`src/design/afv_pkg.sv`:
```
// Shared constants, types and helper functions of the ABC flow voxel generator.
`timescale 1ns / 1ps

package afv_pkg;

    localparam int COORD_W     = 10;
    localparam int SIDE_W      = 11;
    localparam int PHASE_W     = 12;
    localparam int ADDR_W      = 30;
    localparam int BYTE_W      = 8;
    localparam int SIN_W       = 15;
    localparam int QTR_W       = 10;
    localparam int QTR_STEPS   = 1024;
    localparam int SUM_W       = 20;
    localparam int ROOT_W      = 16;
    localparam int SQ_NUM_W    = 32;
    localparam int SQ_REM_W    = 18;
    localparam int K_W         = 19;
    localparam int MAX_SIDE    = 1024;

    localparam int DIV_STEPS   = COORD_W + PHASE_W;
    localparam int DIV_SPS     = 4;
    localparam int DIV_STAGES  = (DIV_STEPS + DIV_SPS - 1) / DIV_SPS;
    localparam int SQ_IPS      = 4;
    localparam int SQ_STAGES   = ROOT_W / SQ_IPS;
    localparam int SUM_STAGES  = 4;
    localparam int ADDR_STAGE  = 3;
    localparam int LAT         = 1 + DIV_STAGES + 1 + SUM_STAGES + SQ_STAGES + 2;

    localparam logic [SIDE_W-1:0]  SIDE_RESET = 11'd256;
    localparam logic [SIDE_W-1:0]  SIDE_MAX   = 11'd1024;
    localparam logic [SIDE_W-1:0]  SIDE_ONE   = 11'd1;
    localparam logic [PHASE_W-1:0] QTR_PHASE  = 12'd1024;
    localparam logic [QTR_W:0]     QTR_FULL   = 11'd1024;

    localparam logic [K_W-1:0] K_2SQRT3 = 19'd227023;
    localparam logic [K_W-1:0] K_2SQRT2 = 19'd185364;
    localparam logic [K_W-1:0] K_2SQRT6 = 19'd321060;
    localparam logic signed [22:0] SIX_Q16  = 23'sd393216;
    localparam logic signed [22:0] SUM_MAX  = 23'sd1048575;
    localparam logic [49:0]        TERM_RND = 50'd536870912;
    localparam logic signed [17:0] MIN_Q14  = 18'sd51;
    localparam logic signed [42:0] NORM_Q16 = 43'sd4828603;
    localparam logic signed [42:0] BYTE_RND = 43'sd536870912;
    localparam logic [12:0]        BYTE_MAX = 13'd255;

    typedef enum logic [1:0] {
        CFG_SIDE_X = 2'd0,
        CFG_SIDE_Y = 2'd1,
        CFG_SIDE_Z = 2'd2
    } t_cfg_idx;

    typedef struct packed {
        logic                 neg;
        logic [SIN_W-1:0]     mag;
    } t_trig;

    typedef struct packed {
        logic [SIDE_W-1:0]    rem;
        logic [DIV_STEPS-1:0] num;
        logic [PHASE_W-1:0]   quo;
    } t_div;

    typedef struct packed {
        logic [SQ_REM_W-1:0]  rem;
        logic [ROOT_W-1:0]    root;
        logic [SQ_NUM_W-1:0]  num;
    } t_sq;

    typedef logic [SIN_W-1:0] t_qtab [0:QTR_STEPS];

    function automatic t_qtab build_qtab();
        t_qtab             tab;
        longint unsigned   r;
        longint unsigned   th;
        longint unsigned   t2;
        longint unsigned   f;
        longint unsigned   qs;
        longint unsigned   m;
        for (int i = 0; i <= QTR_STEPS; i++) begin
            r  = longint'(i) << 20;
            th = (r * 64'd1686629713) >> 30;
            t2 = (th * th) >> 30;
            f  = 64'd1073741824 - t2 / 110;
            f  = 64'd1073741824 - ((t2 * f) >> 30) / 72;
            f  = 64'd1073741824 - ((t2 * f) >> 30) / 42;
            f  = 64'd1073741824 - ((t2 * f) >> 30) / 20;
            f  = 64'd1073741824 - ((t2 * f) >> 30) / 6;
            qs = (th * f) >> 30;
            m  = (qs + 64'd16384) >> 15;
            if (m > 64'd32767) begin
                m = 64'd32767;
            end
            tab[i] = m[SIN_W-1:0];
        end
        return tab;
    endfunction

    localparam t_qtab QTAB = build_qtab();

    localparam logic [K_W-1:0] FLOW_K [3] = '{K_2SQRT3, K_2SQRT2, K_2SQRT6};

    function automatic logic [SIDE_W-1:0] eff_side(input logic [SIDE_W-1:0] s);
        logic [SIDE_W-1:0] v;
        v = s;
        if (s == '0) begin
            v = SIDE_ONE;
        end else if (s > SIDE_MAX) begin
            v = SIDE_MAX;
        end
        return v;
    endfunction

    function automatic t_div div_stage(input t_div d, input logic [SIDE_W-1:0] side,
                                       input int nsteps);
        t_div             v;
        logic [SIDE_W:0]  rem2;
        logic             qb;
        v = d;
        for (int k = 0; k < DIV_SPS; k++) begin
            if (k < nsteps) begin
                rem2  = {v.rem, v.num[DIV_STEPS-1]};
                v.num = {v.num[DIV_STEPS-2:0], 1'b0};
                qb    = (rem2 >= {1'b0, side});
                if (qb) begin
                    rem2 = rem2 - {1'b0, side};
                end
                v.rem = rem2[SIDE_W-1:0];
                v.quo = {v.quo[PHASE_W-2:0], qb};
            end
        end
        return v;
    endfunction

    function automatic t_sq sq_stage(input t_sq d);
        t_sq                 v;
        logic [SQ_REM_W+1:0] rem4;
        logic [SQ_REM_W+1:0] trial;
        v = d;
        for (int k = 0; k < SQ_IPS; k++) begin
            rem4  = {v.rem, v.num[SQ_NUM_W-1:SQ_NUM_W-2]};
            v.num = {v.num[SQ_NUM_W-3:0], 2'b00};
            trial = {2'b00, v.root, 2'b01};
            if (rem4 >= trial) begin
                rem4   = rem4 - trial;
                v.root = {v.root[ROOT_W-2:0], 1'b1};
            end else begin
                v.root = {v.root[ROOT_W-2:0], 1'b0};
            end
            v.rem = rem4[SQ_REM_W-1:0];
        end
        return v;
    endfunction

endpackage

```
`src/design/afv_phase_div.sv`:
```
// Pipelined restoring divider that turns a coordinate and a side into a phase step.
`timescale 1ns / 1ps

module afv_phase_div (
    input  logic                          i_clk,
    input  logic [afv_pkg::COORD_W-1:0]   i_coord,
    input  logic [afv_pkg::SIDE_W-1:0]    i_side,
    output logic [afv_pkg::PHASE_W-1:0]   o_phase
);

    afv_pkg::t_div r_st [afv_pkg::DIV_STAGES];
    afv_pkg::t_div w_init;

    always_comb begin
        w_init.rem = '0;
        w_init.num = {i_coord, {afv_pkg::PHASE_W{1'b0}}};
        w_init.quo = '0;
    end

    for (genvar g = 0; g < afv_pkg::DIV_STAGES; g++) begin : g_stage
        localparam int NS = (afv_pkg::DIV_STEPS - g * afv_pkg::DIV_SPS < afv_pkg::DIV_SPS) ?
                            (afv_pkg::DIV_STEPS - g * afv_pkg::DIV_SPS) : afv_pkg::DIV_SPS;
        afv_pkg::t_div n_st;
        if (g == 0) begin : g_first
            assign n_st = afv_pkg::div_stage(w_init, i_side, NS);
        end else begin : g_next
            assign n_st = afv_pkg::div_stage(r_st[g-1], i_side, NS);
        end
        always_ff @(posedge i_clk) begin
            r_st[g] <= n_st;
        end
    end

    assign o_phase = r_st[afv_pkg::DIV_STAGES-1].quo;

endmodule

```
`config.mk`:
```
export PLATFORM = sky130hd
export DESIGN_NAME = afv_phase_div
export DESIGN_NICKNAME = d
export VERILOG_FILES = /design/src/design/afv_pkg.sv /design/src/design/afv_phase_div.sv
export SDC_FILE = /design/constraint.sdc
export NUM_CORES = 1
export LEC_CHECK = 0
export ABC_AREA = 1
export ABC_CLOCK_PERIOD_IN_PS = 20800
export BUFFER_PORTS_ARGS = -buffer_cell sky130_fd_sc_hd__buf_2
export CAP_MARGIN = 20
export CELL_PAD_IN_SITES_DETAIL_PLACEMENT = 1
export CELL_PAD_IN_SITES_GLOBAL_PLACEMENT = 1
export CORE_ASPECT_RATIO = 1.4
export CORE_UTILIZATION = 50
export DETAILED_ROUTE_END_ITERATION = 8
export PLACE_DENSITY = 0.95
export SLEW_MARGIN = 20
export SYNTH_ARGS = -nofsm -noshare
export SYNTH_HDL_FRONTEND = slang
export SYNTH_SLANG_ARGS = --single-unit
export TNS_END_PERCENT = 50
```
`constraint.sdc`:
```
create_clock -name i_clk -period 20.8 [get_ports i_clk]
set_input_delay 4.16 -clock i_clk [delete_from_list [all_inputs] [get_ports i_clk]]
set_output_delay 4.16 -clock i_clk [all_outputs]
set_load 0.01 [all_outputs]
```
==> flow_summary.yaml <==
status:
  outcome: "complete, no violations"
setup_path:
  setup.worst_path.start_class: "input pin"
  required_ps: 21080
  cp_slowest_cell: "o21ai_0"
  critical_path.most_common_cell: "nand2_1"
  worst-setup-path-type: "in2reg"
  critical_path.max_fanout: 26
  worstSetupEndpointType: "flip-flop"
  worst_ep_arrival_time_ps: 12660
  critPathMaxStageDelay_ps: 470
timing:
  slew-limit-headroom_pct: 50.4
  fin_crit_sh_pct: 59.5
  tightest_slew_ps: 742
  finClkSkew_ps: 10.5
  period_minus_slack_ps: 12380
  final_hold_viol_count: 0
  grt_setup_unrepaired: "no"
  clock.fmax_mhz: 80.8
  timing_max_transition_violations_final: 0
  finalSetupViolations: 0
  final.setup.tns_ps: 0
detailed_routing:
  vias: 15791
  final_antenna_net_count: 0
  avgRoutedWirePerCell_um: 17.7
  dr.first_iter.drc_count: 525
  drt_drc_violations_left: 0
  routed_wl_mm: 48.7
  drt_pass1_iterations: 5
  viasPerCell: 5.74
finish:
  mostFrequentLayoutCells: "nand2_1, inv_1, ha_1, a21oi_1, nor2_1"
  share_of_post_route_cells_with_drive_strength_above_1_pct: 5.74
  design.final.nets: 2623
  largest_register_ffs: 93
  final-instance-count-excl-fill: 2749
  insertedDiodeCount: 0
  commonest_non_fill_non_tap_cell_in_the_layout: "nand2_1"
  filler_cell_count: 4128
  area_delta_synth_final_pct: 5.96
  registers.top_by_ff_count: "r_st"
  top_regs: "r_st (93)"
clocking:
  worst_skew_late_latency_ps: 400
  h-tree-depth: 3
  cts_root_buf: "clkbuf_16"
  cts.hold.buffers_added: 0
  numCtsBuffers: 9
  tritoncts: "done"
  cts_max_path_buffers: 2
  tritoncts_num_sinks: 93
  cts.repair.resized: 0
  cts.reportedPaths.clkPinSlew_ps: 80
  cts_setup_buffers: 0
yosys:
  synth_area_um2: 14800
  post_synth_main_area_contributors: "ha_1, nand2_1, dfxtp_1"
  synthesized_netlist_cell_count: 2338
  synth.top_cell.area_share_pct: 19.0
  synth.largest_area_cell: "ha_1"
  synth_enable_flop_cells: 0
  synth.net_count: 2597
  ys_warn_count: 0
  synth.distinct_cells: 52
  synthArstFlopShare_pct: 0
  synth.ff_latch_count: 93
  synthesized_area_per_cell_um2: 6.32
  yosysSeqAreaShare_pct: 12.6
  ys.flop_type: "dfxtp_1"
placed_design:
  io_buffers: 33
  placed_cells_incl_taps: 2733
  detailedPlacementHpwl_mm: 37.9
  gp_congestion: 0.899
floorplan:
  starting_utilization_of_the_core_area_pct: 50.8
  die-area_um2: 30200
  core.rowCount: 74
  chipWidth_um: 147
  core_area_um2: 29100
  die_h_um: 205
  io-pin-count: 34
grt:
  grt_start_max_net_pins: 35
  grt_remaining_overflow: 0
  grt_pass1_vias: 16899
  grt_util_all_layers_pct: 32.8
  antenna_found_initial: 0
  global_route_wire_length_before_repair_mm: 79.3
hold_path:
  hp-class: "reg2reg"
run:
  drv_cap: 0
[layout make-up]
class | count | area (um^2) | share of cell area [%]
clock buffers | 9 | 225 | 1.44
clock inverters | 7 | 116 | 0.744
inverters | 314 | 1180 | 7.55
multi-input cells | 1901 | 11500 | 73.7
flip-flops and latches | 93 | 1860 | 11.9
well taps | 380 | 475 | 3.04
repair buffers | 45 | 255 | 1.63
[synth_stat cells, types with 4 or more instances]
master / n
nand2_1: 676
a21oi_1: 186
inv_1: 301
ha_1: 224
dfxtp_1: 93
buf_6: 4
o21ai_0: 106
a21boi_0: 5
xor2_1: 110
nor2_2: 6
nand2_2: 7
or2_2: 11
nor2_1: 150
nand4_1: 51
nand3_1: 126
o21bai_1: 21
o211ai_1: 4
o2111ai_1: 7
buf_4: 10
o21ai_2: 6
clkbuf_1: 4
o21ai_1: 21
o21a_1: 7
nand3_2: 18
a211oi_1: 4
inv_2: 9
xnor2_1: 55
nor3_1: 27
fa_1: 13
a31oi_1: 9
nand3b_1: 5
o31ai_1: 10
a21o_1: 11
buf_2: 10
nor2_4: 6
[critical path: cells and delay by family]
family / cells / cell delay [ps]
and+or+nand+nor: 28 / 3570
AOI/OAI and AO/OA: 7 / 2280
adders and majority gates: 4 / 1490
buffers and inverters: 7 / 1110
[logic make-up after synthesis]
kind of cell | Yosys count | synth area share (%)
AO/OA/AOI/OAI | 403 | 15.3
flip-flops | 93 | 12.6
adder cells (fa/ha/maj) | 237 | 20.7
AND/OR/NAND/NOR | 1095 | 32.2
XOR/XNOR | 165 | 9.79
multiplexers | 1 | 0.0763
buffers and inverters | 344 | 9.30
[stage by stage]
step / instance area [um^2] / setup WS, ps / hold WS [ps] / utilization, %
detailed placement: 15300 / 8080 / 313 / 52.6
floorplan: 14800 / 10020 / 310 / -
finish: 15600 / 8420 / 331 / 53.8
global placement: 15300 / 8490 / 310 / 52.6
CTS: 15600 / 8470 / 331 / 53.8
global route: 15600 / 7700 / 330 / 53.8
[layer usage]
| metal | track usage (%) | part of all wire [%] | up-vias |
|---|---|---|---|
| li1 | - | - | 7753 |
| met2 | 63.8 | 53 | 317 |
| met3 | 3.57 | 2.5 | 188 |
| met4 | 22.8 | 6.6 | 0 |
| met1 | 32.0 | 38 | 7533 |
| met5 | 0 | 0 | - |
[worst paths after layout]
path | start | endpoint | slack (ps) | cells after the start
worst max-delay path | i_side[1] | r_st[1][42]$_DFF_P_ | 8420 | 46
worst min-delay path | r_st[2][0]$_DFF_P_ | r_st[3][4]$_DFF_P_ | 330 | 0
worst max register to register | r_st[0][31]$_DFF_P_ | r_st[1][42]$_DFF_P_ | 12320 | 44
worst min register to register | r_st[2][0]$_DFF_P_ | r_st[3][4]$_DFF_P_ | 330 | 0
Power is left out: the tool's default activity adds up to more than one toggle a clock period on the data nets, which glitch-free logic cannot reach.
