==> config.mk <==
export PLATFORM = sky130hd
export DESIGN_NAME = afv_flow_sum
export DESIGN_NICKNAME = d
export VERILOG_FILES = /design/src/design/afv_pkg.sv /design/src/design/afv_flow_sum.sv
export SDC_FILE = /design/constraint.sdc
export NUM_CORES = 2
export LEC_CHECK = 0
export BUFFER_PORTS_ARGS = -buffer_cell sky130_fd_sc_hd__buf_2
export CORE_MARGIN = 3
export CORE_UTILIZATION = 67
export CTS_BUF_LIST = sky130_fd_sc_hd__clkbuf_4 sky130_fd_sc_hd__clkbuf_8
export DETAILED_ROUTE_END_ITERATION = 10
export PLACE_DENSITY_LB_ADDON = 0.12
export SYNTH_ARGS = -nofsm -noshare
export SYNTH_HDL_FRONTEND = slang
export SYNTH_SLANG_ARGS = --single-unit
export TNS_END_PERCENT = 20
==> constraint.sdc <==
create_clock -name i_clk -period 8.8 [get_ports i_clk]
set_clock_uncertainty 0.1 [all_clocks]
set_input_delay 1.76 -clock i_clk [delete_from_list [all_inputs] [get_ports i_clk]]
set_output_delay 1.76 -clock i_clk [all_outputs]
set_load 0.005 [all_outputs]
==> src/design/afv_pkg.sv <==
// Shared constants, types and helper functions of the ABC flow voxel generator.
`timescale 1ns / 1ps

package afv_pkg;

    localparam int COORD_W     = 10;
    localparam int SIDE_W      = 11;
    localparam int PHASE_W     = 12;
    localparam int ADDR_W      = 30;
    localparam int BYTE_W      = 8;
    localparam int SIN_W       = 15;
    localparam int QTR_W       = 10;
    localparam int QTR_STEPS   = 1024;
    localparam int SUM_W       = 20;
    localparam int ROOT_W      = 16;
    localparam int SQ_NUM_W    = 32;
    localparam int SQ_REM_W    = 18;
    localparam int K_W         = 19;
    localparam int MAX_SIDE    = 1024;

    localparam int DIV_STEPS   = COORD_W + PHASE_W;
    localparam int DIV_SPS     = 4;
    localparam int DIV_STAGES  = (DIV_STEPS + DIV_SPS - 1) / DIV_SPS;
    localparam int SQ_IPS      = 4;
    localparam int SQ_STAGES   = ROOT_W / SQ_IPS;
    localparam int SUM_STAGES  = 4;
    localparam int ADDR_STAGE  = 3;
    localparam int LAT         = 1 + DIV_STAGES + 1 + SUM_STAGES + SQ_STAGES + 2;

    localparam logic [SIDE_W-1:0]  SIDE_RESET = 11'd256;
    localparam logic [SIDE_W-1:0]  SIDE_MAX   = 11'd1024;
    localparam logic [SIDE_W-1:0]  SIDE_ONE   = 11'd1;
    localparam logic [PHASE_W-1:0] QTR_PHASE  = 12'd1024;
    localparam logic [QTR_W:0]     QTR_FULL   = 11'd1024;

    localparam logic [K_W-1:0] K_2SQRT3 = 19'd227023;
    localparam logic [K_W-1:0] K_2SQRT2 = 19'd185364;
    localparam logic [K_W-1:0] K_2SQRT6 = 19'd321060;
    localparam logic signed [22:0] SIX_Q16  = 23'sd393216;
    localparam logic signed [22:0] SUM_MAX  = 23'sd1048575;
    localparam logic [49:0]        TERM_RND = 50'd536870912;
    localparam logic signed [17:0] MIN_Q14  = 18'sd51;
    localparam logic signed [42:0] NORM_Q16 = 43'sd4828603;
    localparam logic signed [42:0] BYTE_RND = 43'sd536870912;
    localparam logic [12:0]        BYTE_MAX = 13'd255;

    typedef enum logic [1:0] {
        CFG_SIDE_X = 2'd0,
        CFG_SIDE_Y = 2'd1,
        CFG_SIDE_Z = 2'd2
    } t_cfg_idx;

    typedef struct packed {
        logic                 neg;
        logic [SIN_W-1:0]     mag;
    } t_trig;

    typedef struct packed {
        logic [SIDE_W-1:0]    rem;
        logic [DIV_STEPS-1:0] num;
        logic [PHASE_W-1:0]   quo;
    } t_div;

    typedef struct packed {
        logic [SQ_REM_W-1:0]  rem;
        logic [ROOT_W-1:0]    root;
        logic [SQ_NUM_W-1:0]  num;
    } t_sq;

    typedef logic [SIN_W-1:0] t_qtab [0:QTR_STEPS];

    function automatic t_qtab build_qtab();
        t_qtab             tab;
        longint unsigned   r;
        longint unsigned   th;
        longint unsigned   t2;
        longint unsigned   f;
        longint unsigned   qs;
        longint unsigned   m;
        for (int i = 0; i <= QTR_STEPS; i++) begin
            r  = longint'(i) << 20;
            th = (r * 64'd1686629713) >> 30;
            t2 = (th * th) >> 30;
            f  = 64'd1073741824 - t2 / 110;
            f  = 64'd1073741824 - ((t2 * f) >> 30) / 72;
            f  = 64'd1073741824 - ((t2 * f) >> 30) / 42;
            f  = 64'd1073741824 - ((t2 * f) >> 30) / 20;
            f  = 64'd1073741824 - ((t2 * f) >> 30) / 6;
            qs = (th * f) >> 30;
            m  = (qs + 64'd16384) >> 15;
            if (m > 64'd32767) begin
                m = 64'd32767;
            end
            tab[i] = m[SIN_W-1:0];
        end
        return tab;
    endfunction

    localparam t_qtab QTAB = build_qtab();

    localparam logic [K_W-1:0] FLOW_K [3] = '{K_2SQRT3, K_2SQRT2, K_2SQRT6};

    function automatic logic [SIDE_W-1:0] eff_side(input logic [SIDE_W-1:0] s);
        logic [SIDE_W-1:0] v;
        v = s;
        if (s == '0) begin
            v = SIDE_ONE;
        end else if (s > SIDE_MAX) begin
            v = SIDE_MAX;
        end
        return v;
    endfunction

    function automatic t_div div_stage(input t_div d, input logic [SIDE_W-1:0] side,
                                       input int nsteps);
        t_div             v;
        logic [SIDE_W:0]  rem2;
        logic             qb;
        v = d;
        for (int k = 0; k < DIV_SPS; k++) begin
            if (k < nsteps) begin
                rem2  = {v.rem, v.num[DIV_STEPS-1]};
                v.num = {v.num[DIV_STEPS-2:0], 1'b0};
                qb    = (rem2 >= {1'b0, side});
                if (qb) begin
                    rem2 = rem2 - {1'b0, side};
                end
                v.rem = rem2[SIDE_W-1:0];
                v.quo = {v.quo[PHASE_W-2:0], qb};
            end
        end
        return v;
    endfunction

    function automatic t_sq sq_stage(input t_sq d);
        t_sq                 v;
        logic [SQ_REM_W+1:0] rem4;
        logic [SQ_REM_W+1:0] trial;
        v = d;
        for (int k = 0; k < SQ_IPS; k++) begin
            rem4  = {v.rem, v.num[SQ_NUM_W-1:SQ_NUM_W-2]};
            v.num = {v.num[SQ_NUM_W-3:0], 2'b00};
            trial = {2'b00, v.root, 2'b01};
            if (rem4 >= trial) begin
                rem4   = rem4 - trial;
                v.root = {v.root[ROOT_W-2:0], 1'b1};
            end else begin
                v.root = {v.root[ROOT_W-2:0], 1'b0};
            end
            v.rem = rem4[SQ_REM_W-1:0];
        end
        return v;
    endfunction

endpackage

==> src/design/afv_flow_sum.sv <==
// Products of sine and cosine pairs, scaled, rounded and summed into the clamped radicand.
`timescale 1ns / 1ps

module afv_flow_sum (
    input  logic                          i_clk,
    input  afv_pkg::t_trig                i_sin_x,
    input  afv_pkg::t_trig                i_cos_x,
    input  afv_pkg::t_trig                i_sin_y,
    input  afv_pkg::t_trig                i_cos_y,
    input  afv_pkg::t_trig                i_sin_z,
    input  afv_pkg::t_trig                i_cos_z,
    output logic [afv_pkg::SUM_W-1:0]     o_sum
);

    afv_pkg::t_trig              w_s [3];
    afv_pkg::t_trig              w_c [3];
    logic [29:0]                 r_sc   [3];
    logic                        r_neg1 [3];
    logic [48:0]                 r_mk   [3];
    logic                        r_neg2 [3];
    logic signed [20:0]          r_term [3];
    logic [afv_pkg::SUM_W-1:0]   r_sum;
    logic signed [22:0]          n_total;

    assign w_s[0] = i_sin_z;
    assign w_c[0] = i_cos_y;
    assign w_s[1] = i_sin_y;
    assign w_c[1] = i_cos_x;
    assign w_s[2] = i_sin_x;
    assign w_c[2] = i_cos_z;

    for (genvar j = 0; j < 3; j++) begin : g_lane
        logic [49:0] n_rnd;
        logic [19:0] n_q;
        assign n_rnd = {1'b0, r_mk[j]} + afv_pkg::TERM_RND;
        assign n_q   = n_rnd[49:30];
        always_ff @(posedge i_clk) begin
            r_sc[j]   <= 30'(w_s[j].mag * w_c[j].mag);
            r_neg1[j] <= w_s[j].neg ^ w_c[j].neg;
            r_mk[j]   <= 49'(r_sc[j] * afv_pkg::FLOW_K[j]);
            r_neg2[j] <= r_neg1[j];
            r_term[j] <= r_neg2[j] ? -$signed({1'b0, n_q}) : $signed({1'b0, n_q});
        end
    end

    always_comb begin
        n_total = afv_pkg::SIX_Q16 + 23'(r_term[0]) + 23'(r_term[1]) + 23'(r_term[2]);
    end

    always_ff @(posedge i_clk) begin
        if (n_total < 0) begin
            r_sum <= '0;
        end else if (n_total > afv_pkg::SUM_MAX) begin
            r_sum <= '1;
        end else begin
            r_sum <= n_total[afv_pkg::SUM_W-1:0];
        end
    end

    assign o_sum = r_sum;

endmodule

==> results_dict.tcl <==
set metrics [dict create \
    post-dp-hpwl_um 102000 \
    drtPass1Iterations 5 \
    ys_seq_area_frac 0.0856 \
    yosysTopAreaCell "fa_1" \
    rsz0062_at_grt "false" \
    synth_common_cells "inv_1 (1472), fa_1 (1012), ha_1 (927)" \
    syn_inst 5864 \
    die_h_um 294 \
    coreArea_um2 81200 \
    grt_pass1_wl_um 203000 \
    crit_required_ps 9240 \
    crit_fanout 15 \
    syn_area_per_cell_um2 9.45 \
    grt_overflow 0 \
    synthTopCellsByArea "fa_1 (37%), ha_1 (21%), inv_1 (10%)" \
    met2WireLength_um 57500 \
    top_layer_used "met5" \
    startpoint_type "input pin" \
    cap_violations 0 \
    numCtsBuffers 43 \
    synth.most_common_cell "inv_1" \
    max_freq_mhz 135 \
    cts_tree "yes" \
    cts-hold-fix-buffers 0 \
    area_growth_pct 4.42 \
    clock_sinks 237 \
    synth-simple-area-share 0.111 \
    worstMarginPinSlew_ps 830 \
    grt_pass1_vias 41220 \
    synth_edf_count 0 \
    status "completed" \
    cts_setup_buffers 0 \
    drc_errors 0 \
    path_clk_slew_ps 60 \
    relSlewSlack 0.446 \
    synthFlopType "dfxtp_1" \
    port_buffers 116 \
    rows 104 \
    slew_viol_final 0 \
    finalHoldViolations 0 \
    grt_max_degree 24 \
    syn_nets 7900 \
    ant_nets 0 \
    drt_wl_total_um 118000 \
    fin_tns_setup_ps 0 \
    drtIter0Drc 1741 \
    synthMuxAreaShare 0.000768 \
    ys_warn_count 0 \
    worstPathArrival_ps 7880 \
    worstHoldPathType "flip-flop to flip-flop" \
    die_w_um 294 \
    synth_xor_area_frac 0.0509 \
    cts_resized 0 \
    gp_congestion 0.915 \
    ys_ff_latch 237 \
    synth_cell_types 81 \
    drive_gt1_frac 0.0394 \
    synth_top_family_by_area "adder cells" \
    htree_levels 2 \
    fin_nets 7939 \
    dr_total_vias 37776 \
    cts-root-buf "clkbuf_8" \
    finalCriticalPeriod_ps 7430 \
    crit_type "input pin to flip-flop" \
    min_period_over_period 0.845 \
    n_fill_cell 6358 \
    dieArea_um2 86200 \
    grtUsageTotal 0.291 \
    synth_top_area_share 0.366 \
    via_per_inst 5.40 \
    grt_antenna_before_repair 2 \
    wl_met1_um 51900 \
    crit_path_end_kind "flip-flop" \
    synth_fa_ha_area_frac 0.575 \
    wl_per_cell_um 16.9 \
    setup_violations 0 \
    wl_met3_um 5480 \
    initial_core_util 0.682 \
    synthArstFlopShare 0 \
    synth-compound-area-share 0.0686 \
    synth_area_um2 55400 \
    boundaryPins 117 \
    insertion_delay_ps 620 \
    clockBufferDepth 3 \
]
[metal layers]
layer	vias to the layer above	track usage
met4	2	0.0695
li1	18126	-
met3	178	0.0315
met1	18665	0.393
met5	-	0
met2	805	0.507
[cell type report]
| type | instances | area, µm² | share of cell area |
|---|---|---|---|
| sequential | 237 | 4740 | 0.0820 |
| clock inverter | 15 | 186 | 0.00322 |
| multi-input combinational | 4029 | 44600 | 0.772 |
| antenna | 1 | 2.50 | 0.0000433 |
| tap | 1060 | 1330 | 0.0229 |
| timing repair buffer | 119 | 603 | 0.0104 |
| clock buffer | 63 | 811 | 0.0140 |
| inverter | 1473 | 5530 | 0.0956 |
[flip-flops by register name (all words and copies together), names as in the netlist]
signal,cells
r_mk,58
r_neg2,3
o_sum,20
r_sc,90
r_term,63
r_neg1,3
[cells by family after synthesis]
logic type               count (synthesis)
flip-flops                             237
AND/OR/NAND/NOR                       1199
adder cells (fa/ha/maj)               1939
AO/OA/AOI/OAI                          565
buffers and inverters                 1598
multiplexers                             4
XOR/XNOR                               322
[path summary, 6_finish.rpt]
path	from	end	slack (ps)	depth (start not counted)
hold / removal	r_neg1[0][1]	r_neg2[0][1]	220	0
hold reg to reg	r_neg1[0][1]	r_neg2[0][1]	220	0
setup / recovery	i_cos_y[5]	r_sc[0][28]	1370	23
setup reg to reg	r_sc[0][67]	r_mk[0][145]	2280	19
[cell usage in the layout (no fill, tap or decap), types with 54 or more instances in the layout]
cell type	n
o21a_1	55
a21o_1	81
nor2_1	115
fa_1	1012
nand2_1	405
inv_1	1472
nand3_1	72
buf_2	116
o21ai_0	86
ha_1	927
xor2_1	133
dfxtp_1	237
xnor2_1	189
a21oi_1	150
clkbuf_8	54
and2_1	419
[worst max-delay path, stage by stage]
cell	delay, ps
buf_2	180
and2_1	210
fa_1	540
inv_1	60
fa_1	530
inv_1	50
fa_1	540
fa_1	450
fa_1	550
inv_1	50
fa_1	530
inv_1	40
ha_1	330
and4_1	240
a21oi_1	140
o21ai_0	110
a21oi_1	150
o21bai_1	70
a221o_1	390
a41oi_1	300
a2111oi_1	150
a311oi_1	350
xnor2_1	150
[stage by stage]
step           worst slack, ps  cell area (µm²)  hold slack (ps)   util  std cells
2_1_floorplan             1110            55400              210      -       5864
4_1_cts                   1410            57800              224  0.712       6996
3_5_place_dp               747            56900              213  0.700       6918
5_1_grt                    930            57900              237  0.712       6997
3_3_place_gp               813            56900              211  0.700       6918
6_report                  1370            57900              223  0.712       6997
Power is not shown: default switching activity piles up to over one toggle a cycle in this logic, so the estimate is an artifact.
