--- config.mk ---
export PLATFORM = sky130hd
export DESIGN_NAME = afv_isqrt
export DESIGN_NICKNAME = d
export VERILOG_FILES = /design/src/design/afv_pkg.sv /design/src/design/afv_isqrt.sv
export SDC_FILE = /design/constraint.sdc
export NUM_CORES = 1
export LEC_CHECK = 0
export BUFFER_PORTS_ARGS = -buffer_cell sky130_fd_sc_hd__buf_2
export CAP_MARGIN = 20
export CORE_ASPECT_RATIO = 0.5
export CORE_MARGIN = 4
export CORE_UTILIZATION = 65
export CTS_CLUSTER_SIZE = 12
export DETAILED_ROUTE_END_ITERATION = 12
export PLACE_DENSITY = 0.84
export SLEW_MARGIN = 5
export SYNTH_ARGS = -nofsm -noshare
export SYNTH_HDL_FRONTEND = slang
export SYNTH_SLANG_ARGS = --single-unit
--- constraint.sdc ---
create_clock -name i_clk -period 12.5 [get_ports i_clk]
set_input_delay 0.625 -clock i_clk [delete_from_list [all_inputs] [get_ports i_clk]]
set_output_delay 0.625 -clock i_clk [all_outputs]
set_load 0.1 [all_outputs]
--- src/design/afv_pkg.sv ---
// Shared constants, types and helper functions of the ABC flow voxel generator.
`timescale 1ns / 1ps

package afv_pkg;

    localparam int COORD_W     = 10;
    localparam int SIDE_W      = 11;
    localparam int PHASE_W     = 12;
    localparam int ADDR_W      = 30;
    localparam int BYTE_W      = 8;
    localparam int SIN_W       = 15;
    localparam int QTR_W       = 10;
    localparam int QTR_STEPS   = 1024;
    localparam int SUM_W       = 20;
    localparam int ROOT_W      = 16;
    localparam int SQ_NUM_W    = 32;
    localparam int SQ_REM_W    = 18;
    localparam int K_W         = 19;
    localparam int MAX_SIDE    = 1024;

    localparam int DIV_STEPS   = COORD_W + PHASE_W;
    localparam int DIV_SPS     = 4;
    localparam int DIV_STAGES  = (DIV_STEPS + DIV_SPS - 1) / DIV_SPS;
    localparam int SQ_IPS      = 4;
    localparam int SQ_STAGES   = ROOT_W / SQ_IPS;
    localparam int SUM_STAGES  = 4;
    localparam int ADDR_STAGE  = 3;
    localparam int LAT         = 1 + DIV_STAGES + 1 + SUM_STAGES + SQ_STAGES + 2;

    localparam logic [SIDE_W-1:0]  SIDE_RESET = 11'd256;
    localparam logic [SIDE_W-1:0]  SIDE_MAX   = 11'd1024;
    localparam logic [SIDE_W-1:0]  SIDE_ONE   = 11'd1;
    localparam logic [PHASE_W-1:0] QTR_PHASE  = 12'd1024;
    localparam logic [QTR_W:0]     QTR_FULL   = 11'd1024;

    localparam logic [K_W-1:0] K_2SQRT3 = 19'd227023;
    localparam logic [K_W-1:0] K_2SQRT2 = 19'd185364;
    localparam logic [K_W-1:0] K_2SQRT6 = 19'd321060;
    localparam logic signed [22:0] SIX_Q16  = 23'sd393216;
    localparam logic signed [22:0] SUM_MAX  = 23'sd1048575;
    localparam logic [49:0]        TERM_RND = 50'd536870912;
    localparam logic signed [17:0] MIN_Q14  = 18'sd51;
    localparam logic signed [42:0] NORM_Q16 = 43'sd4828603;
    localparam logic signed [42:0] BYTE_RND = 43'sd536870912;
    localparam logic [12:0]        BYTE_MAX = 13'd255;

    typedef enum logic [1:0] {
        CFG_SIDE_X = 2'd0,
        CFG_SIDE_Y = 2'd1,
        CFG_SIDE_Z = 2'd2
    } t_cfg_idx;

    typedef struct packed {
        logic                 neg;
        logic [SIN_W-1:0]     mag;
    } t_trig;

    typedef struct packed {
        logic [SIDE_W-1:0]    rem;
        logic [DIV_STEPS-1:0] num;
        logic [PHASE_W-1:0]   quo;
    } t_div;

    typedef struct packed {
        logic [SQ_REM_W-1:0]  rem;
        logic [ROOT_W-1:0]    root;
        logic [SQ_NUM_W-1:0]  num;
    } t_sq;

    typedef logic [SIN_W-1:0] t_qtab [0:QTR_STEPS];

    function automatic t_qtab build_qtab();
        t_qtab             tab;
        longint unsigned   r;
        longint unsigned   th;
        longint unsigned   t2;
        longint unsigned   f;
        longint unsigned   qs;
        longint unsigned   m;
        for (int i = 0; i <= QTR_STEPS; i++) begin
            r  = longint'(i) << 20;
            th = (r * 64'd1686629713) >> 30;
            t2 = (th * th) >> 30;
            f  = 64'd1073741824 - t2 / 110;
            f  = 64'd1073741824 - ((t2 * f) >> 30) / 72;
            f  = 64'd1073741824 - ((t2 * f) >> 30) / 42;
            f  = 64'd1073741824 - ((t2 * f) >> 30) / 20;
            f  = 64'd1073741824 - ((t2 * f) >> 30) / 6;
            qs = (th * f) >> 30;
            m  = (qs + 64'd16384) >> 15;
            if (m > 64'd32767) begin
                m = 64'd32767;
            end
            tab[i] = m[SIN_W-1:0];
        end
        return tab;
    endfunction

    localparam t_qtab QTAB = build_qtab();

    localparam logic [K_W-1:0] FLOW_K [3] = '{K_2SQRT3, K_2SQRT2, K_2SQRT6};

    function automatic logic [SIDE_W-1:0] eff_side(input logic [SIDE_W-1:0] s);
        logic [SIDE_W-1:0] v;
        v = s;
        if (s == '0) begin
            v = SIDE_ONE;
        end else if (s > SIDE_MAX) begin
            v = SIDE_MAX;
        end
        return v;
    endfunction

    function automatic t_div div_stage(input t_div d, input logic [SIDE_W-1:0] side,
                                       input int nsteps);
        t_div             v;
        logic [SIDE_W:0]  rem2;
        logic             qb;
        v = d;
        for (int k = 0; k < DIV_SPS; k++) begin
            if (k < nsteps) begin
                rem2  = {v.rem, v.num[DIV_STEPS-1]};
                v.num = {v.num[DIV_STEPS-2:0], 1'b0};
                qb    = (rem2 >= {1'b0, side});
                if (qb) begin
                    rem2 = rem2 - {1'b0, side};
                end
                v.rem = rem2[SIDE_W-1:0];
                v.quo = {v.quo[PHASE_W-2:0], qb};
            end
        end
        return v;
    endfunction

    function automatic t_sq sq_stage(input t_sq d);
        t_sq                 v;
        logic [SQ_REM_W+1:0] rem4;
        logic [SQ_REM_W+1:0] trial;
        v = d;
        for (int k = 0; k < SQ_IPS; k++) begin
            rem4  = {v.rem, v.num[SQ_NUM_W-1:SQ_NUM_W-2]};
            v.num = {v.num[SQ_NUM_W-3:0], 2'b00};
            trial = {2'b00, v.root, 2'b01};
            if (rem4 >= trial) begin
                rem4   = rem4 - trial;
                v.root = {v.root[ROOT_W-2:0], 1'b1};
            end else begin
                v.root = {v.root[ROOT_W-2:0], 1'b0};
            end
            v.rem = rem4[SQ_REM_W-1:0];
        end
        return v;
    endfunction

endpackage

--- src/design/afv_isqrt.sv ---
// Pipelined digit-by-digit integer square root of the radicand scaled by 2^12.
`timescale 1ns / 1ps

module afv_isqrt (
    input  logic                          i_clk,
    input  logic [afv_pkg::SUM_W-1:0]     i_sum,
    output logic [afv_pkg::ROOT_W-1:0]    o_root
);

    afv_pkg::t_sq r_st [afv_pkg::SQ_STAGES];
    afv_pkg::t_sq w_init;

    always_comb begin
        w_init.rem  = '0;
        w_init.root = '0;
        w_init.num  = {i_sum, {(afv_pkg::SQ_NUM_W - afv_pkg::SUM_W){1'b0}}};
    end

    for (genvar g = 0; g < afv_pkg::SQ_STAGES; g++) begin : g_stage
        afv_pkg::t_sq n_st;
        if (g == 0) begin : g_first
            assign n_st = afv_pkg::sq_stage(w_init);
        end else begin : g_next
            assign n_st = afv_pkg::sq_stage(r_st[g-1]);
        end
        always_ff @(posedge i_clk) begin
            r_st[g] <= n_st;
        end
    end

    assign o_root = r_st[afv_pkg::SQ_STAGES-1].root;

endmodule

==> metrics.md, run 1 <==
| Metric | Value |
|---|---|
| Status | `finished clean` |
| Clock transition at the registers of the reported paths | `80 ps` |
| Total number of vias | `11501` |
| I/O pin cnt | `37` |
| Fmax | `0.0860 GHz` |
| Required @ worst endpoint | `between 10000 and 15000 ps` |
| Die width | `around 200 um` |
| Post-CTS Setup Bufs | `0` |
| Layout overhead on the synthesized area | `5.72%` |
| Post-cts sizing count | `0` |
| Endpoints failing setup | `0` |
| RSZ-0062 raised after global routing | `false` |
| Tot GR Track Use | `~30%` |
| Reg2reg end | `r_st[2][46]` |
| Async SR Flop Fraction | `0%` |
| Final WL | `31000 um` |
| Starting Density | `between 60 and 70%` |
| Slowest-stage cell, CP | `or4b_2` |
| Flop2flop setup slack | `880 ps` |
| Vias in the first global route | `between 10000 and 15000` |
| Gp weighted congestion | `0.943` |
| Crit path DAT | `about 12000 ps` |
| Slew Limit Fails | `0` |
| Worst slew pin tran | `989 ps` |
| Crit. End Element | `flop` |
| Post-Layout Cell Count | `1809` |
| Cell repeated most along the worst path | `a21oi_1` |
| Num CTS Buffers | `9` |
| Register area share after synthesis | `18.3%` |
| Worst R2R Start | `r_st[1][30]` |
| Core Box Area | `17700 um^2` |
| H-tree levels | `3` |
| Crit-path max FO | `13` |
| PortBufs | `36` |
| Fin crit period | `11620 ps` |
| CP peak stage delay | `approximately 600 ps` |
| Top reg by flops | `r_st` |
| DRT iter0 DRCs | `880` |
| Most common cell after layout, fill and taps aside | `ha_1` |
| VDD IR max | `around 0.083 mV` |
| Crit. Startpoint | `r_st[1][30]` |
| CTS tree | `yes` |
| Initial antenna violation count | `2` |
| Nets | `between 1500 and 2000` |
| Hold Path Class | `reg -> reg` |
| Antenna-violating nets left | `0` |
| Main flop type after synthesis | `dfxtp_1` |
| Rows | `34` |
| Root buf cell | `clkbuf_16` |
| DRC violations left | `0` |
| Slew HR | `between 30% and 40%` |
| Synth top area cells | `dfxtp_1 (18%), ha_1 (14%), xnor2_1 (7.4%)` |
| Fin. Hold Viols | `0` |
| Leading area contributor after synthesis | `dfxtp_1` |
| DPL Wire Length | `24900 um` |
| Seq cells post-synth | `about 110` |
| Worst-Skew Late Latency | `between 300 and 400 ps` |
| Layout cell share with drive strength beyond 1 | `8.45%` |
| Power density cells | `197 nW/um^2` |
| LEAKAGE | `slightly below 0.006 uW` |
| Most frequent cells in the layout | `ha_1 (137), nor2_1 (136), a21oi_1 (133), nand2_1 (121), dfxtp_1 (109)` |
| Overflow after GRT | `0` |
| Post-route setup TNS | `0 ps` |
| Setup crit end | `r_st[2][46]` |
| DP Worst Slack | `between 700 and 800 ps` |
| Library cells used by synthesis | `93` |
| Maxcap violations | `0` |
| Placed cell count | `roughly 1800` |
| Hold path start | `r_st[0][12]` |
| Clk sinks | `roughly 110` |
| Synthesized instance count | `roughly 1500` |
| CTS max path bufs | `2` |
| Post-Syn Area per Cell | `about 7.7 um^2` |
| R2R depth | `between 40 and 50` |
| Cell area after synthesis | `between 10000 and 15000 um^2` |
| Largest registers | `r_st (109)` |
| Critical path class | `reg -> reg` |
| Largest register FFs | `109` |
| Largest net degree at the start of global routing | `26` |
| DIE AREA | `between 20000 and 25000 um^2` |
| Die height | `104 um` |
| TritonRoute pass-1 iters | `7` |
| Ys Warns | `0` |
| Fin Hold WS | `331 ps` |
| Cts hold-fix bufs | `0` |
| Crit share post-route | `93.0%` |
| First-pass GRT wire length | `~52000 um` |
| Post-synth EDFFs | `0` |
| Worst setup margin | `around 900 ps` |
| Final Util | `between 70% and 80%` |
| Drt via density | `6.36` |
| Wire per inst | `17.1 um` |
| Worst Skew | `about 12 ps` |
| Synth top area share | `between 10% and 20%` |
| Critical Path Source Type | `flop` |
how the worst min path moves through the flow:
stage                              to  slack, ps  cells past startpoint
after detailed placement  r_st[1][20]        310                      0
after global placement    r_st[1][20]        310                      0
after global routing      r_st[0][14]        340                      1
after CTS                 r_st[1][20]        330                      0
after floorplan           r_st[1][20]        310                      0
final                     r_st[1][20]        330                      0
kinds of logic (layout without fill, tap and decap cells):
group / after synthesis / after routing / synth area share (%)
and+or+nand+nor: 535 / 535 / 23.1
xor gates and xnor gates: 138 / 138 / 10.2
other: 1 / 3 / 0.0315
adders and majority gates: 141 / 141 / 15.1
DFF: 109 / 109 / 18.3
buffers and inverters: 142 / 169 / 4.95
muxes: 46 / 46 / 4.20
AOI/OAI and AO/OA: 434 / 434 / 24.1
through the flow:
stage / area, um^2 / total power (uW)
after floorplan: 11900 / 1830
after global placement: 12300 / 2090
after detailed placement: 12300 / 2140
after CTS: 12600 / 2460
after global routing: 12600 / 2700
final: 12600 / 2480
critical path: cells and delay by family, from the launching register on:
kind | cells | cell delay [ps]
AND/OR/NAND/NOR | 20 | 4780
AO/OA/AOI/OAI | 19 | 3600
adder cells (fa/ha/maj) | 4 | 1340
buffers and inverters | 4 | 750
multiplexers | 1 | 380
flip-flops | 1 | 340
XOR/XNOR | 1 | 310
power by group:
group,switching (uW),internal (uW)
clock,142,160
combinational,1010,679
sequential,66.9,428
total,1220,1270
metal layers:
layer,wire length [um],up-vias,track usage (%)
met1,13200,5401,34.8
met5,12,-,0
li1,-,5628,-
met4,1120,2,11.5
met2,15200,382,53.5
met3,1460,88,5.22
synth_stat cells, types with 7 or more instances:
library cell  number
nor3b_1            7
nor2_1           137
o21a_1            18
a21oi_1          133
o31ai_1           15
a211oi_1          15
o21ai_0           68
and2_1            26
nand3b_1           8
nand3_1           45
mux2i_1           17
xnor2_1          100
nor2b_1           23
nand2b_1          22
o31a_1             7
nand4_1           16
o21bai_1          27
a21o_1            33
xor2_1            37
a31oi_1           18
o211ai_1          13
a21boi_0           9
or3_1             10
nor3_1            35
dfxtp_1          109
mux2_2            22
o21ai_1            8
and3_1            25
clkbuf_1          20
inv_1            104
ha_1             137
nor4_1            13
nand2_1          121
or2_2             15
area by class of cell:
class,instances,area (um^2)
Multi-Input combinational cell,1296,9140
Tap cell,234,293
Fill cell,1436,5080
Timing Repair Buffer,44,240
Antenna cell,1,2.50
Inverter,109,412
Sequential cell,109,2180
Clock inverter,6,82.6
Clock buffer,10,229
Power figures use the tool's default switching activity.
==> run 2, diff against run 1 <==
Settings changed: CELL_PAD_IN_SITES_DETAIL_PLACEMENT from default to 2, CELL_PAD_IN_SITES_GLOBAL_PLACEMENT from default to 2, CORE_UTILIZATION 65 to 39.
==> run 2 against run 1 <==
  * Non-clock buffer count up 7
  * Setup slack worse by 8.6 ps
  * Sequential cell count unchanged
  * Fmax about the same
  * Global-route usage down 4.1 points
  * Clock skew up 2.8 ps
  * Critical path depth up 2
  * Highest routed layer is now met4
==> metrics.md, run 2 (synthesized netlist as in run 1, its figures left out) <==
| Metric | Value |
|---|---|
| Overflow after GRT | `0` |
| Most frequent cells in the layout | `nor2_1 (136), ha_1 (136), a21oi_1 (133), nand2_1 (120), dfxtp_1 (109)` |
| Crit-path max FO | `19` |
| Worst-Skew Late Latency | `roughly 390 ps` |
| Drt via density | `5.94` |
| Die width | `between 200 and 300 um` |
| Largest net degree at the start of global routing | `26` |
| Gp weighted congestion | `a little over 0.9` |
| Critical path class | `reg -> reg` |
| DPL Wire Length | `approximately 35000 um` |
| Core Box Area | `29500 um^2` |
| DRT iter0 DRCs | `approximately 540` |
| Rows | `44` |
| Largest registers | `r_st (109)` |
| Root buf cell | `clkbuf_16` |
| CP peak stage delay | `between 600 and 700 ps` |
| Total number of vias | `~12000` |
| TritonRoute pass-1 iters | `4` |
| Wire per inst | `about 22 um` |
| H-tree levels | `3` |
| Slew Limit Fails | `0` |
| CTS tree | `yes` |
| Num CTS Buffers | `9` |
| Critical Path Source Type | `flop` |
| Die height | `132 um` |
| Cts hold-fix bufs | `0` |
| N_diodes | `0` |
| Worst Skew | `15.2 ps` |
| Power density cells | `around 200 nW/um^2` |
| Fin. Hold Viols | `0` |
| DRC violations left | `0` |
| Nets | `1738` |
| Crit share post-route | `~93%` |
| Tot GR Track Use | `around 26%` |
| Worst slew pin tran | `a little under 1000 ps` |
| Starting Density | `around 40%` |
| Vias in the first global route | `about 13000` |
| Hold Path Class | `in -> reg` |
| Fin crit period | `11630 ps` |
| Layout cell share with drive strength beyond 1 | `~9.2%` |
| Largest register FFs | `approximately 110` |
| Fmax | `0.0860 GHz` |
| Antenna-violating nets left | `0` |
| Slowest-stage cell, CP | `or4b_2` |
| CTS max path bufs | `2` |
| Endpoints failing setup | `0` |
| Required @ worst endpoint | `12770 ps` |
| Final instance area | `between 10000 and 15000 um^2` |
| Clk sinks | `approximately 110` |
| Final WL | `~43000 um` |
| Placed cell area | `about 12000 um^2` |
| Top reg by flops | `r_st` |
| Clock transition at the registers of the reported paths | `roughly 90 ps` |
| Initial antenna violation count | `1` |
| I/O pin cnt | `37` |
| First-pass GRT wire length | `between 70000 and 80000 um` |
| PortBufs | `36` |
| Maxcap violations | `0` |
| DIE AREA | `33500 um^2` |
| Crit. End Element | `flop` |
| Total power | `roughly 2600 uW` |
| LEAKAGE | `approximately 0.0058 uW` |
| VDD IR max | `around 0.078 mV` |
| Slew HR | `between 30% and 40%` |
| Crit path DAT | `11900 ps` |
| Fin Hold WS | `339 ps` |
| Layout overhead on the synthesized area | `8.08%` |
| Status | `finished clean` |
## run 2: area by class of cell
class,instances,area [um^2]
clock buffers,9,225
clock inverters,6,95.1
fillers,3433,16700
inverters,109,414
multi-input cells,1296,9160
flip-flops and latches,109,2180
well taps,391,489
repair buffers,51,297
## run 2: path summary, 6_finish.rpt
| path | startpoint | endpoint | slack [ps] | depth (start not counted) |
|---|---|---|---|---|
| worst max-delay path | r_st[1][30] | r_st[2][45] | 870 | 51 |
| worst min-delay path | i_sum[10] | r_st[0][22] | 340 | 1 |
| worst max register to register | r_st[1][30] | r_st[2][45] | 870 | 51 |
| worst min register to register | r_st[0][13] | r_st[1][21] | 350 | 0 |
## run 2: where the power goes
part / switching (uW) / total [uW] / internal (uW)
clock: 151 / 328 / 177
sequential: 74.2 / 502 / 428
combinational: 1120 / 1800 / 687
## run 2: routing by layer
metal	GRT usage [%]	wire length, um	vias to the layer above	part of all wire, %
met3	3.57	831	64	1.9
met5	0	0	-	0
met1	29.0	18500	5889	43
met4	7.72	1210	0	2.8
met2	49.2	22600	130	52
li1	-	-	5628	-
## run 2: per-stage QoR
stage / setup TNS, ps / worst slack, ps / std cells / utilization (%)
6_report: 0 / 869 / 1971 / 43.6
5_1_grt: -175 / -57.5 / 1971 / 43.6
4_1_cts: 0 / 154 / 1968 / 43.4
3_5_place_dp: -57.2 / -33.2 / 1953 / 42.3
3_3_place_gp: 0 / 917 / 1953 / 42.3
2_1_floorplan: 0 / 1860 / 1547 / -
## run 2: worst max-delay path, delay by kind of cell (launching register included)
kind,cells,cell delay (ps)
adders and majority gates,4,1440
buffers and inverters,5,770
muxes,1,370
AOI/OAI and AO/OA,18,3660
DFF,1,360
and+or+nand+nor,21,4490
xor gates and xnor gates,2,390
## run 2: timing repair
item,4_1_cts,5_1_grt
endpoints found under the hold margin,0,0
setup endpoints to repair,7,18
gates resized for setup,2,11
setup buffers,0,3
pin swaps,0,2
gates cloned,0,0
==> run 3, diff against run 2 <==
Settings changed: ABC_AREA from default to 1, CORE_UTILIZATION 39 to 35, PLACE_DENSITY 0.84 to 0.82.
==> run 3 against run 2 <==
  * Non-clock buffer count shrank 12
  * Combinational power grew 3%
  * Power grew 0.77%
  * Critical endpoint is now r_st[3][24]
  * Synthesized cell count grew 32%
==> metrics.md, run 3 <==
| Metric | Value |
|---|---|
| Status | `finished clean` |
| Async SR Flop Fraction | `0%` |
| Family with the most delay on the worst path | `compound AO/OA/AOI/OAI gates` |
| R2R depth | `a little under 50` |
| First-pass GRT wire length | `75800 um` |
| TritonRoute pass-1 iters | `4` |
| Largest net degree at the start of global routing | `28` |
| Required @ worst endpoint | `between 10000 and 15000 ps` |
| Wire per inst | `18.1 um` |
| Final WL | `46000 um` |
| Antenna-violating nets left | `0` |
| Endpoints failing setup | `0` |
| PortBufs | `36` |
| Fmax | `roughly 0.094 GHz` |
| Nets | `2229` |
| Core Box Area | `35000 um^2` |
| Top-count cell post-synth | `nand2_1` |
| CTS tree | `yes` |
| Maxcap violations | `0` |
| H-tree levels | `3` |
| Setup crit end | `r_st[3][24]` |
| DPL Wire Length | `37800 um` |
| Synthesized instance count | `2043` |
| Crit. Startpoint | `r_st[2][24]` |
| Layout overhead on the synthesized area | `7.35%` |
| Fin Hold WS | `332 ps` |
| Worst slew pin tran | `between 700 and 800 ps` |
| WP depth | `49` |
| Crit share post-route | `between 80% and 90%` |
| Worst Skew | `14.7 ps` |
| Final Util | `between 30% and 40%` |
| N_diodes | `0` |
| DRT iter0 DRCs | `roughly 560` |
| Flop2flop setup slack | `~1900 ps` |
| Total number of vias | `13330` |
| Rows | `between 40 and 50` |
| Initial antenna violation count | `0` |
| Clock transition at the registers of the reported paths | `around 90 ps` |
| Tot GR Track Use | `around a quarter` |
| I/O pin cnt | `37` |
| Synth top area share | `about 17%` |
| Gp weighted congestion | `roughly 0.83` |
| Worst-Skew Late Latency | `~400 ps` |
| Crit-path max FO | `27` |
| Post-route setup TNS | `0 ps` |
| Layout cell share with drive strength beyond 1 | `7.96%` |
| CP peak stage delay | `roughly 550 ps` |
| Synth top area cells | `dfxtp_1 (17%), nand2_1 (16%), ha_1 (14%)` |
| Post-CTS Setup Bufs | `0` |
| Ys Warns | `0` |
| Cell area after synthesis | `12600 um^2` |
| Crit. End Element | `flop` |
| Die height | `142 um` |
| Worst path buffer plus inverter count | `8` |
| Most common cell after layout, fill and taps aside | `nand2_1` |
| RSZ-0062 raised after global routing | `false` |
| Library cells used by synthesis | `54` |
| DRC violations left | `0` |
| Critical Path Source Type | `flop` |
| LEAKAGE | `about 0.0072 uW` |
| Commonest cells in the netlist | `nand2_1 (548), inv_1 (276), nor2_1 (174), nand3_1 (144), o21ai_0 (139)` |
| Cell repeated most along the worst path | `a21oi_1` |
| Clk sinks | `109` |
| Most frequent cells in the layout | `nand2_1 (548), inv_1 (276), nor2_1 (174), nand3_1 (144), o21ai_0 (139)` |
| Hold Path Class | `in -> reg` |
| Die width | `277 um` |
| Total power | `2650 uW` |
| VDD IR max | `roughly 0.096 mV` |
| Post-cts sizing count | `0` |
| Reg2reg end | `r_st[3][24]` |
| CTS max path bufs | `2` |
| Worst Hold Depth | `1` |
| Num CTS Buffers | `9` |
| Power density cells | `a little under 200 nW/um^2` |
| Worst R2R Start | `r_st[2][24]` |
| Fin crit period | `10620 ps` |
| Root buf cell | `clkbuf_16` |
| DIE AREA | `just under 40000 um^2` |
| Slew HR | `between 40% and 50%` |
| Fin. Hold Viols | `0` |
| Seq cells post-synth | `109` |
| Largest register FFs | `around 110` |
| Top reg by flops | `r_st` |
| Cts hold-fix bufs | `0` |
| Starting Density | `between 30% and 40%` |
| Post-Syn Area per Cell | `6.18 um^2` |
| Leading area contributor after synthesis | `dfxtp_1` |
| Overflow after GRT | `0` |
| Vias in the first global route | `approximately 15000` |
| Drt via density | `5.23` |
| Register area share after synthesis | `around 17%` |
| Crit path DAT | `10900 ps` |
| Main flop type after synthesis | `dfxtp_1` |
| Slowest-stage cell, CP | `o21ai_0` |
| Largest registers | `r_st (109)` |
| Post-synth EDFFs | `0` |
| Critical path class | `reg -> reg` |
| Slew Limit Fails | `0` |
-- run 3: how the worst min path moves through the flow --
stage,from,endpoint,slack [ps]
global placement,r_st[0][14],r_st[1][22],310
CTS,i_sum[0],r_st[0][12],300
global route,i_sum[0],r_st[0][12],310
detailed placement,r_st[0][12],r_st[1][20],320
floorplan,r_st[0][12],r_st[1][20],310
finish,i_sum[0],r_st[0][12],330
-- run 3: where the power goes --
group	internal [uW]	switching, uW	leakage (uW)
clock	143	156	0.000141
sequential	424	71.4	0.000907
combinational	589	1270	0.00619
-- run 3: through the flow --
| stage | worst slack, ps | area (um^2) | instances |
|---|---|---|---|
| after global placement | 2270 | 13300 | 2531 |
| after floorplan | 4560 | 12600 | 2044 |
| after detailed placement | 1890 | 13300 | 2531 |
| after global routing | 502 | 13600 | 2547 |
| after CTS | 1780 | 13600 | 2547 |
| final | 1880 | 13600 | 2547 |
-- run 3: final cells by class --
| class | instances | area [um^2] |
|---|---|---|
| clock buffers | 10 | 239 |
| clock inverters | 6 | 46.3 |
| fillers | 4419 | 21500 |
| inverters | 294 | 1110 |
| multi-input cells | 1614 | 9180 |
| flip-flops and latches | 109 | 2180 |
| well taps | 475 | 594 |
| repair buffers | 39 | 203 |
-- run 3: cell families after synthesis --
| logic type | share of synthesized area (%) |
|---|---|
| xor+xnor | 6.80 |
| mux | 0.0793 |
| buf+inv | 10.0 |
| simple gates | 36.2 |
| fa+ha+maj | 14.2 |
| flops | 17.3 |
| compound gates | 15.4 |
| other cells | 0.0297 |
-- run 3: worst reg2reg max path, delay by kind of cell (launching register included) --
family                     cells  cell delay, ps
buffers and inverters          8            1740
AOI/OAI and AO/OA             22            4640
and+or+nand+nor               14            2180
DFF                            1             330
adders and majority gates      5            1620
-- run 3: routing by layer --
layer	GRT usage, %	share of wire [%]	up-vias
li1	-	-	6702
met1	30.1	49	6519
met2	43.2	48	77
met3	2.54	1.3	32
met4	4.33	1.2	0
met5	0	0	-
